## config.mk

```make
export PLATFORM = sky130hd
export DESIGN_NAME = mse_loss_and_gradient
export DESIGN_NICKNAME = d
export VERILOG_FILES = /design/src/rtl/mse_pkg.sv /design/src/rtl/mse_front.sv /design/src/rtl/mse_queue.sv /design/src/rtl/mse_back.sv /design/src/rtl/mse_loss_and_gradient.sv
export SDC_FILE = /design/constraint.sdc
export NUM_CORES = 2
export LEC_CHECK = 0
export BUFFER_PORTS_ARGS = -buffer_cell sky130_fd_sc_hd__buf_2
export CORE_MARGIN = 2
export CORE_UTILIZATION = 55
export CTS_CLUSTER_DIAMETER = 200
export DETAILED_ROUTE_END_ITERATION = 8
export PLACE_DENSITY = 0.73
export REMOVE_ABC_BUFFERS = 1
export SLEW_MARGIN = 0
export SYNTH_ARGS = -nofsm -noshare
export SYNTH_HDL_FRONTEND = slang
export SYNTH_SLANG_ARGS = --single-unit
```

## constraint.sdc

```tcl
create_clock -name clock -period 12.4 [get_ports clock]
set_input_delay 0.62 -clock clock [delete_from_list [all_inputs] [get_ports clock]]
set_output_delay 0.62 -clock clock [all_outputs]
set_load 0.005 [all_outputs]
```

## src/rtl/mse_pkg.sv

```systemverilog
`default_nettype none

package mse_pkg;

   // Default for the top level's MAX_ELEMENTS parameter.
   localparam int MaxElementsDefault = 4096;

   localparam int DataW     = 16;
   localparam int DiffW     = 17;
   localparam int LenCfgW   = 13;
   localparam int ScaleW    = 18;
   localparam int RecipW    = 25;
   localparam int SumW      = 48;
   localparam int SquareW   = 32;
   localparam int GradW     = 18;
   localparam int LossW     = 32;
   localparam int CsrIndexW = 2;
   localparam int CsrDataW  = 25;

   localparam int QueueDepth = 2;
   localparam int QueuePtrW  = 1;

   typedef enum logic [CsrIndexW-1:0] {
      CSR_ELEMENTS   = 2'd0,
      CSR_GRAD_SCALE = 2'd1,
      CSR_MEAN_RECIP = 2'd2
   } csr_index_type;

   // One classified word handed from the front to the back.
   typedef struct packed {
      logic signed [DiffW-1:0] diff;
      logic                    last;
   } work_type;

   typedef enum logic [1:0] {
      BACK_IDLE,
      BACK_ACC,
      BACK_MEAN,
      BACK_DONE
   } back_state_type;

endpackage

`default_nettype wire

```

## src/rtl/mse_front.sv

```systemverilog
`default_nettype none

module mse_front #(
   parameter int MAX_ELEMENTS = mse_pkg::MaxElementsDefault
) (
   input  wire                                  clock,
   input  wire                                  reset,
   input  wire                                  req_valid,
   input  wire                                  queue_full,
   input  wire signed [mse_pkg::DataW-1:0]      req_prediction,
   input  wire signed [mse_pkg::DataW-1:0]      req_target_value,
   input  wire        [mse_pkg::LenCfgW-1:0]    elements_per_sample,
   output logic                                 push,
   output mse_pkg::work_type                    push_word
);

   localparam int LenW = ($clog2(MAX_ELEMENTS + 1) > mse_pkg::LenCfgW) ?
                         $clog2(MAX_ELEMENTS + 1) : mse_pkg::LenCfgW;
   localparam int CntW = (MAX_ELEMENTS > 1) ? $clog2(MAX_ELEMENTS) : 1;

   logic [CntW-1:0] count_ff;
   logic [CntW-1:0] count_in;
   logic [LenW-1:0] cfg_len;
   logic [LenW-1:0] eff_len;
   logic [LenW-1:0] count_next;
   logic            closes;

   always_comb begin
      cfg_len = LenW'(elements_per_sample);
      if (cfg_len == '0) begin
         eff_len = LenW'(1);
      end else if (cfg_len > LenW'(MAX_ELEMENTS)) begin
         eff_len = LenW'(MAX_ELEMENTS);
      end else begin
         eff_len = cfg_len;
      end
      count_next = LenW'(count_ff) + LenW'(1);
      // A count that already reaches a lowered length closes the sample too.
      closes = (count_next >= eff_len);
   end

   assign push = req_valid && !queue_full;

   always_comb begin
      push_word.diff = mse_pkg::DiffW'(req_prediction) - mse_pkg::DiffW'(req_target_value);
      push_word.last = closes;
   end

   always_comb begin
      count_in = count_ff;
      if (push) begin
         count_in = closes ? '0 : CntW'(count_next);
      end
   end

   always_ff @(posedge clock) begin
      if (reset) begin
         count_ff <= '0;
      end else begin
         count_ff <= count_in;
      end
   end

endmodule

`default_nettype wire

```

## src/rtl/mse_queue.sv

```systemverilog
`default_nettype none

module mse_queue (
   input  wire                    clock,
   input  wire                    reset,
   input  wire                    push,
   input  wire mse_pkg::work_type push_word,
   input  wire                    pop,
   output logic                   full,
   output logic                   empty,
   output mse_pkg::work_type      head
);

   localparam int CountW = mse_pkg::QueuePtrW + 1;

   mse_pkg::work_type                  entry_ff [mse_pkg::QueueDepth];
   logic [mse_pkg::QueuePtrW-1:0]      wr_ptr_ff;
   logic [mse_pkg::QueuePtrW-1:0]      wr_ptr_in;
   logic [mse_pkg::QueuePtrW-1:0]      rd_ptr_ff;
   logic [mse_pkg::QueuePtrW-1:0]      rd_ptr_in;
   logic [CountW-1:0]                  fill_ff;
   logic [CountW-1:0]                  fill_in;

   assign full  = (fill_ff == CountW'(mse_pkg::QueueDepth));
   assign empty = (fill_ff == '0);
   assign head  = entry_ff[rd_ptr_ff];

   always_comb begin
      wr_ptr_in = push ? wr_ptr_ff + 1'b1 : wr_ptr_ff;
      rd_ptr_in = pop ? rd_ptr_ff + 1'b1 : rd_ptr_ff;
      fill_in   = fill_ff;
      if (push && !pop) begin
         fill_in = fill_ff + CountW'(1);
      end else if (pop && !push) begin
         fill_in = fill_ff - CountW'(1);
      end
   end

   always_ff @(posedge clock) begin
      if (push) begin
         entry_ff[wr_ptr_ff] <= push_word;
      end
   end

   always_ff @(posedge clock) begin
      if (reset) begin
         wr_ptr_ff <= '0;
         rd_ptr_ff <= '0;
         fill_ff   <= '0;
      end else begin
         wr_ptr_ff <= wr_ptr_in;
         rd_ptr_ff <= rd_ptr_in;
         fill_ff   <= fill_in;
      end
   end

endmodule

`default_nettype wire

```

## src/rtl/mse_back.sv

```systemverilog
`default_nettype none

module mse_back (
   input  wire                                  clock,
   input  wire                                  reset,
   input  wire                                  queue_empty,
   input  wire mse_pkg::work_type               head,
   output logic                                 pop,
   input  wire        [mse_pkg::ScaleW-1:0]     gradient_scale,
   input  wire        [mse_pkg::RecipW-1:0]     mean_reciprocal,
   output logic                                 rsp_valid,
   input  wire                                  rsp_stall,
   output logic signed [mse_pkg::GradW-1:0]     rsp_gradient,
   output logic       [mse_pkg::LossW-1:0]      rsp_sample_loss,
   output logic                                 rsp_loss_valid
);

   localparam int ProdW  = mse_pkg::DiffW + mse_pkg::ScaleW + 1;
   localparam int SqFullW = 2 * mse_pkg::DiffW;
   localparam int HalfW  = mse_pkg::SumW / 2;
   localparam int MeanPW = HalfW + mse_pkg::RecipW;
   localparam int MeanW  = MeanPW + 1;

   mse_pkg::back_state_type state_ff;
   mse_pkg::back_state_type state_in;
   logic                    out_load;

   logic signed [ProdW-1:0]            grad_prod_ff;
   logic signed [ProdW-1:0]            grad_prod_in;
   logic signed [SqFullW-1:0]          square_full;
   logic [mse_pkg::SquareW-1:0]        square_ff;
   logic                               last_ff;
   logic signed [mse_pkg::GradW-1:0]   grad_ff;
   logic signed [mse_pkg::GradW-1:0]   grad_in;
   logic signed [ProdW-17:0]           grad_floor;
   logic [mse_pkg::SumW-1:0]           sum_ff;
   logic [mse_pkg::SumW-1:0]           sum_in;
   logic [mse_pkg::SumW:0]             sum_wide;
   logic [mse_pkg::SumW-1:0]           sum_sat;
   logic [mse_pkg::SumW-1:0]           total_ff;
   logic [MeanPW-1:0]                  hi_prod_ff;
   logic [MeanPW-1:0]                  lo_prod_ff;
   logic [MeanW-1:0]                   mean_wide;
   logic [mse_pkg::LossW-1:0]          mean_sat;

   logic                               rsp_valid_ff;
   logic                               rsp_valid_in;
   logic signed [mse_pkg::GradW-1:0]   rsp_gradient_ff;
   logic [mse_pkg::LossW-1:0]          rsp_sample_loss_ff;
   logic                               rsp_loss_valid_ff;

   // Next state.
   always_comb begin
      state_in = state_ff;
      case (state_ff)
         mse_pkg::BACK_IDLE: begin
            if (!queue_empty) begin
               state_in = mse_pkg::BACK_ACC;
            end
         end
         mse_pkg::BACK_ACC:  state_in = mse_pkg::BACK_MEAN;
         mse_pkg::BACK_MEAN: state_in = mse_pkg::BACK_DONE;
         mse_pkg::BACK_DONE: begin
            if (!rsp_valid_ff || !rsp_stall) begin
               state_in = mse_pkg::BACK_IDLE;
            end
         end
         default: state_in = mse_pkg::BACK_IDLE;
      endcase
   end

   // Sequencer outputs.
   always_comb begin
      pop      = 1'b0;
      out_load = 1'b0;
      case (state_ff)
         mse_pkg::BACK_IDLE: pop = !queue_empty;
         mse_pkg::BACK_DONE: out_load = !rsp_valid_ff || !rsp_stall;
         default: begin
            pop      = 1'b0;
            out_load = 1'b0;
         end
      endcase
   end

   // Datapath arithmetic.
   always_comb begin
      grad_prod_in = head.diff * $signed({1'b0, gradient_scale});
      square_full  = head.diff * head.diff;

      // Arithmetic shift floors toward minus infinity, then clamp to 18 bits.
      grad_floor = grad_prod_ff[ProdW-1:16];
      if (grad_floor > $signed((ProdW-16)'(2 ** (mse_pkg::GradW - 1) - 1))) begin
         grad_in = {1'b0, {(mse_pkg::GradW-1){1'b1}}};
      end else if (grad_floor < -$signed((ProdW-16)'(2 ** (mse_pkg::GradW - 1)))) begin
         grad_in = {1'b1, {(mse_pkg::GradW-1){1'b0}}};
      end else begin
         grad_in = grad_floor[mse_pkg::GradW-1:0];
      end

      sum_wide = {1'b0, sum_ff} + (mse_pkg::SumW+1)'(square_ff);
      sum_sat  = sum_wide[mse_pkg::SumW] ? '1 : sum_wide[mse_pkg::SumW-1:0];

      sum_in = sum_ff;
      if (state_ff == mse_pkg::BACK_ACC) begin
         sum_in = last_ff ? '0 : sum_sat;
      end

      mean_wide = {1'b0, hi_prod_ff} + MeanW'(lo_prod_ff[MeanPW-1:HalfW]);
      mean_sat  = (mean_wide[MeanW-1:mse_pkg::LossW] != '0) ? '1 :
                  mean_wide[mse_pkg::LossW-1:0];

      rsp_valid_in = out_load ? 1'b1 : (rsp_valid_ff && rsp_stall);
   end

   always_ff @(posedge clock) begin
      if (pop) begin
         grad_prod_ff <= grad_prod_in;
         square_ff    <= square_full[mse_pkg::SquareW-1:0];
         last_ff      <= head.last;
      end
      if (state_ff == mse_pkg::BACK_ACC) begin
         grad_ff  <= grad_in;
         total_ff <= sum_sat;
      end
      if (state_ff == mse_pkg::BACK_MEAN) begin
         hi_prod_ff <= total_ff[mse_pkg::SumW-1:HalfW] * mean_reciprocal;
         lo_prod_ff <= total_ff[HalfW-1:0] * mean_reciprocal;
      end
      if (out_load) begin
         rsp_gradient_ff    <= grad_ff;
         rsp_sample_loss_ff <= last_ff ? mean_sat : '0;
         rsp_loss_valid_ff  <= last_ff;
      end
   end

   always_ff @(posedge clock) begin
      if (reset) begin
         state_ff     <= mse_pkg::BACK_IDLE;
         sum_ff       <= '0;
         rsp_valid_ff <= 1'b0;
      end else begin
         state_ff     <= state_in;
         sum_ff       <= sum_in;
         rsp_valid_ff <= rsp_valid_in;
      end
   end

   assign rsp_valid       = rsp_valid_ff;
   assign rsp_gradient    = rsp_gradient_ff;
   assign rsp_sample_loss = rsp_sample_loss_ff;
   assign rsp_loss_valid  = rsp_loss_valid_ff;

endmodule

`default_nettype wire

```

## src/rtl/mse_loss_and_gradient.sv

```systemverilog
// Channel   Direction  Handshake          Word
// req       in         req_valid/stall    prediction, target_value (signed Q4.12)
// rsp       out        rsp_valid/stall    gradient, sample_loss, loss_valid
// csr       in         csr_write          csr_index selects register, csr_data
//
// Each word passes in order through products, accumulate, mean multiplies and
// output load in the back-end sequencer, which pops the next word only afterwards.
// The front classifies words into a two-entry queue and keeps taking them while a
// result waits on a stalled rsp channel until the queue fills. Synchronous reset
// clears the accumulator, element counter and queue and restores register defaults.
`default_nettype none

module mse_loss_and_gradient #(
   parameter int MAX_ELEMENTS = mse_pkg::MaxElementsDefault
) (
   input  wire                                  clock,
   input  wire                                  reset,
   input  wire                                  req_valid,
   output logic                                 req_stall,
   input  wire signed [mse_pkg::DataW-1:0]      req_prediction,
   input  wire signed [mse_pkg::DataW-1:0]      req_target_value,
   output logic                                 rsp_valid,
   input  wire                                  rsp_stall,
   output logic signed [mse_pkg::GradW-1:0]     rsp_gradient,
   output logic       [mse_pkg::LossW-1:0]      rsp_sample_loss,
   output logic                                 rsp_loss_valid,
   input  wire                                  csr_write,
   input  wire        [mse_pkg::CsrIndexW-1:0]  csr_index,
   input  wire        [mse_pkg::CsrDataW-1:0]   csr_data
);

   logic [mse_pkg::LenCfgW-1:0] elements_ff;
   logic [mse_pkg::ScaleW-1:0]  scale_ff;
   logic [mse_pkg::RecipW-1:0]  recip_ff;

   logic              push;
   logic              pop;
   logic              queue_full;
   logic              queue_empty;
   mse_pkg::work_type push_word;
   mse_pkg::work_type head;

   always_ff @(posedge clock) begin
      if (reset) begin
         elements_ff <= mse_pkg::LenCfgW'(1);
         scale_ff    <= mse_pkg::ScaleW'(131072);
         recip_ff    <= mse_pkg::RecipW'(16777216);
      end else if (csr_write) begin
         if (csr_index == mse_pkg::CSR_ELEMENTS) begin
            elements_ff <= csr_data[mse_pkg::LenCfgW-1:0];
         end else if (csr_index == mse_pkg::CSR_GRAD_SCALE) begin
            scale_ff <= csr_data[mse_pkg::ScaleW-1:0];
         end else if (csr_index == mse_pkg::CSR_MEAN_RECIP) begin
            recip_ff <= csr_data[mse_pkg::RecipW-1:0];
         end
      end
   end

   assign req_stall = queue_full;

   mse_front #(
      .MAX_ELEMENTS(MAX_ELEMENTS)
   ) u_front (
      .clock               (clock),
      .reset               (reset),
      .req_valid           (req_valid),
      .queue_full          (queue_full),
      .req_prediction      (req_prediction),
      .req_target_value    (req_target_value),
      .elements_per_sample (elements_ff),
      .push                (push),
      .push_word           (push_word)
   );

   mse_queue u_queue (
      .clock     (clock),
      .reset     (reset),
      .push      (push),
      .push_word (push_word),
      .pop       (pop),
      .full      (queue_full),
      .empty     (queue_empty),
      .head      (head)
   );

   mse_back u_back (
      .clock           (clock),
      .reset           (reset),
      .queue_empty     (queue_empty),
      .head            (head),
      .pop             (pop),
      .gradient_scale  (scale_ff),
      .mean_reciprocal (recip_ff),
      .rsp_valid       (rsp_valid),
      .rsp_stall       (rsp_stall),
      .rsp_gradient    (rsp_gradient),
      .rsp_sample_loss (rsp_sample_loss),
      .rsp_loss_valid  (rsp_loss_valid)
   );

endmodule

`default_nettype wire
```

==> results_dict.tcl <==
set metrics [dict create \
    status "completed" \
    clockBufferDepth 3 \
    cts_resized 0 \
    place.gp.congestion 0.940 \
    row_count 136 \
    setup_slack_ns 3.46 \
    port_buffers 116 \
    drcViolationCount 0 \
    tightest_slew_ns 1.32 \
    min_period_ns 8.94 \
    critical_path.max_fanout 25 \
    synth-seq-cells 403 \
    cts.sinks 403 \
    root_buffer "clkbuf_16" \
    start_kind "register" \
    rsz0062_at_grt "false" \
    finalSetupViolCount 0 \
    cts_tree "yes" \
    yosys.cell_types.count 83 \
    final-hold-violation-count 0 \
    syn-cell-area_sq_mm 0.0757 \
    skew_ns 0.0374 \
    syn_area_per_cell_sq_um 9.39 \
    nets 10100 \
    die_width_um 375 \
    grt.total_usage 0.282 \
    wirelength_um 192000 \
    path_buf_inv 7 \
    initial_core_util 0.552 \
    synth_flop_cell "edfxtp_1" \
    dpl.hpwl_um 144000 \
    hp-class "input pin to register" \
    ant_nets 0 \
    insertion_delay_ns 0.65 \
    post-cts-setup-buffer-count 0 \
    dieArea_sq_mm 0.141 \
    synthCells 8059 \
    crit_type "register to register" \
    dp.cells 9670 \
    yosysSeqAreaShare 0.144 \
    final_cell_mix "1754 x inv_1, 1505 x fa_1, 1103 x nand2_1" \
    h-tree-depth 2 \
    drv_slew 0 \
    cts_buffers 47 \
    tns_ns 0 \
    fmax_ghz 0.112 \
    relSlewSlack 0.115 \
    period_share 0.721 \
    grt_pass1_vias 58900 \
    worst_setup_path_end_kind "register" \
    synth-edff-count 279 \
    overflow 0 \
    final-instance-count-excl-fill 9761 \
    drt_iter0_drc 3977 \
    holdBufCountCts 0 \
    vias 54300 \
    cap_viol_max_count 0 \
    grt_max_degree 66 \
    cp.arrival_ns 9.36 \
    synth_warnings 0 \
    vias_per_cell 5.56 \
    die_h_um 375 \
    cp_data_required_time_ns 12.82 \
    grt_pass1_wl_um 313000 \
    hold_ws_ns 0.259 \
    async_flop_share 0 \
    detail_route.wl_per_cell_um 19.6 \
    crit_path_max_incr_delay_ns 1.10 \
    core-area_sq_mm 0.137 \
    boundaryPins 117 \
    path_clk_slew_ns 0.07 \
    first_pass_iters 6 \
    fill_cells 11700 \
    crit_family "adder cells" \
    area_delta_synth_final_pct 4.93 \
    slowest_stage "a2111oi_0" \
    antenna_found_initial 3 \
    drive_gt1_frac 0.0421 \
    pre_cts_slack_ns 3.62 \
    final_common_cell "inv_1" \
]
synth_stat cells (34+ instances only):
cell type	number	area share
a21o_1	90	0.0089
a21oi_1	241	0.016
a22o_1	35	0.0041
and2_1	729	0.060
and3_1	54	0.0045
clkbuf_1	364	0.018
dfxtp_1	124	0.033
edfxtp_1	279	0.11
fa_1	1505	0.40
ha_1	641	0.11
inv_1	1755	0.087
nand2_1	1103	0.055
nand2b_1	38	0.0031
nand3_1	49	0.0032
nor2_1	261	0.013
nor3_1	47	0.0031
o21a_1	34	0.0034
o21ai_0	89	0.0059
xnor2_1	141	0.016
xor2_1	72	0.0083
worst register-to-register path, cell delays in order, from the launching register on:
cell	delay, ns
edfxtp_1	1.06
nand2_1	0.20
fa_1	0.58
inv_1	0.05
fa_1	0.48
inv_1	0.06
fa_1	0.53
inv_1	0.05
fa_1	0.49
inv_1	0.05
fa_1	0.53
inv_1	0.05
fa_1	0.47
inv_1	0.05
fa_1	0.48
inv_1	0.05
ha_1	0.33
nor3_1	0.21
nor2_1	0.06
o41a_1	0.19
a2111oi_0	1.10
nand3_1	0.37
a31o_2	0.33
a21oi_1	0.26
o31ai_1	0.19
a2111o_1	0.43
o311ai_1	0.10
kinds of logic after synthesis:
family          synth area share
mux                      0.00331
flops                      0.144
xor+xnor                  0.0247
buf+inv                    0.107
fa+ha+maj                  0.504
simple gates               0.153
compound gates            0.0646
sequential cells by signal, summed over array words and instances, names as in the netlist, 2 cells and up, named ones only:
register	cells
u_front.count_ff	12
u_back.sum_ff	48
u_back.grad_prod_ff	20
u_back.square_ff	31
u_back.rsp_sample_loss	32
u_queue.entry_ff	36
u_back.hi_prod_ff	49
recip_ff	25
u_back.state_ff	2
u_back.grad_ff	18
u_back.lo_prod_ff	25
u_queue.fill_ff	2
elements_ff	13
u_back.rsp_gradient	18
u_back.total_ff	48
scale_ff	18
worst paths after layout:
path	start	to	slack, ns	depth (start not counted)
worst max-delay path	u_back.total_ff[27]	u_back.hi_prod_ff[42]	3.46	26
worst min-delay path	csr_data[6]	elements_ff[6]	0.26	3
worst max register to register	u_back.total_ff[27]	u_back.hi_prod_ff[42]	3.46	26
worst min register to register	u_back.grad_ff[4]	u_back.rsp_gradient[4]	0.42	0
cell type report:
cell class              instances  area, sq um  area share
multi-input cells            5514        56800       0.715
flip-flops and latches        403        10900       0.137
inverters                    1759         6600      0.0832
well taps                    1794         2240      0.0283
clock buffers                  60         1290      0.0162
repair buffers                200         1210      0.0153
clock inverters                28          368     0.00463
diodes                          3         7.51   0.0000946
metrics by stage:
stage          utilization  cell area [sq um]
2_1_floorplan            -              74200
3_3_place_gp         0.567              77700
3_5_place_dp         0.567              77700
4_1_cts              0.579              79400
5_1_grt              0.579              79400
6_report             0.580              79400
per-layer routing:
layer,vias to the layer above,routed length (um),part of all wire,GRT usage
li1,24200,-,-,-
met3,466,17400,0.091,0.0580
met4,0,7760,0.040,0.101
met5,-,0,0,0
met1,27400,74600,0.39,0.361
met2,2234,91900,0.48,0.475
Power is left out: the tool's default activity adds up to more than one toggle a clock period on the data nets, which glitch-free logic cannot reach.
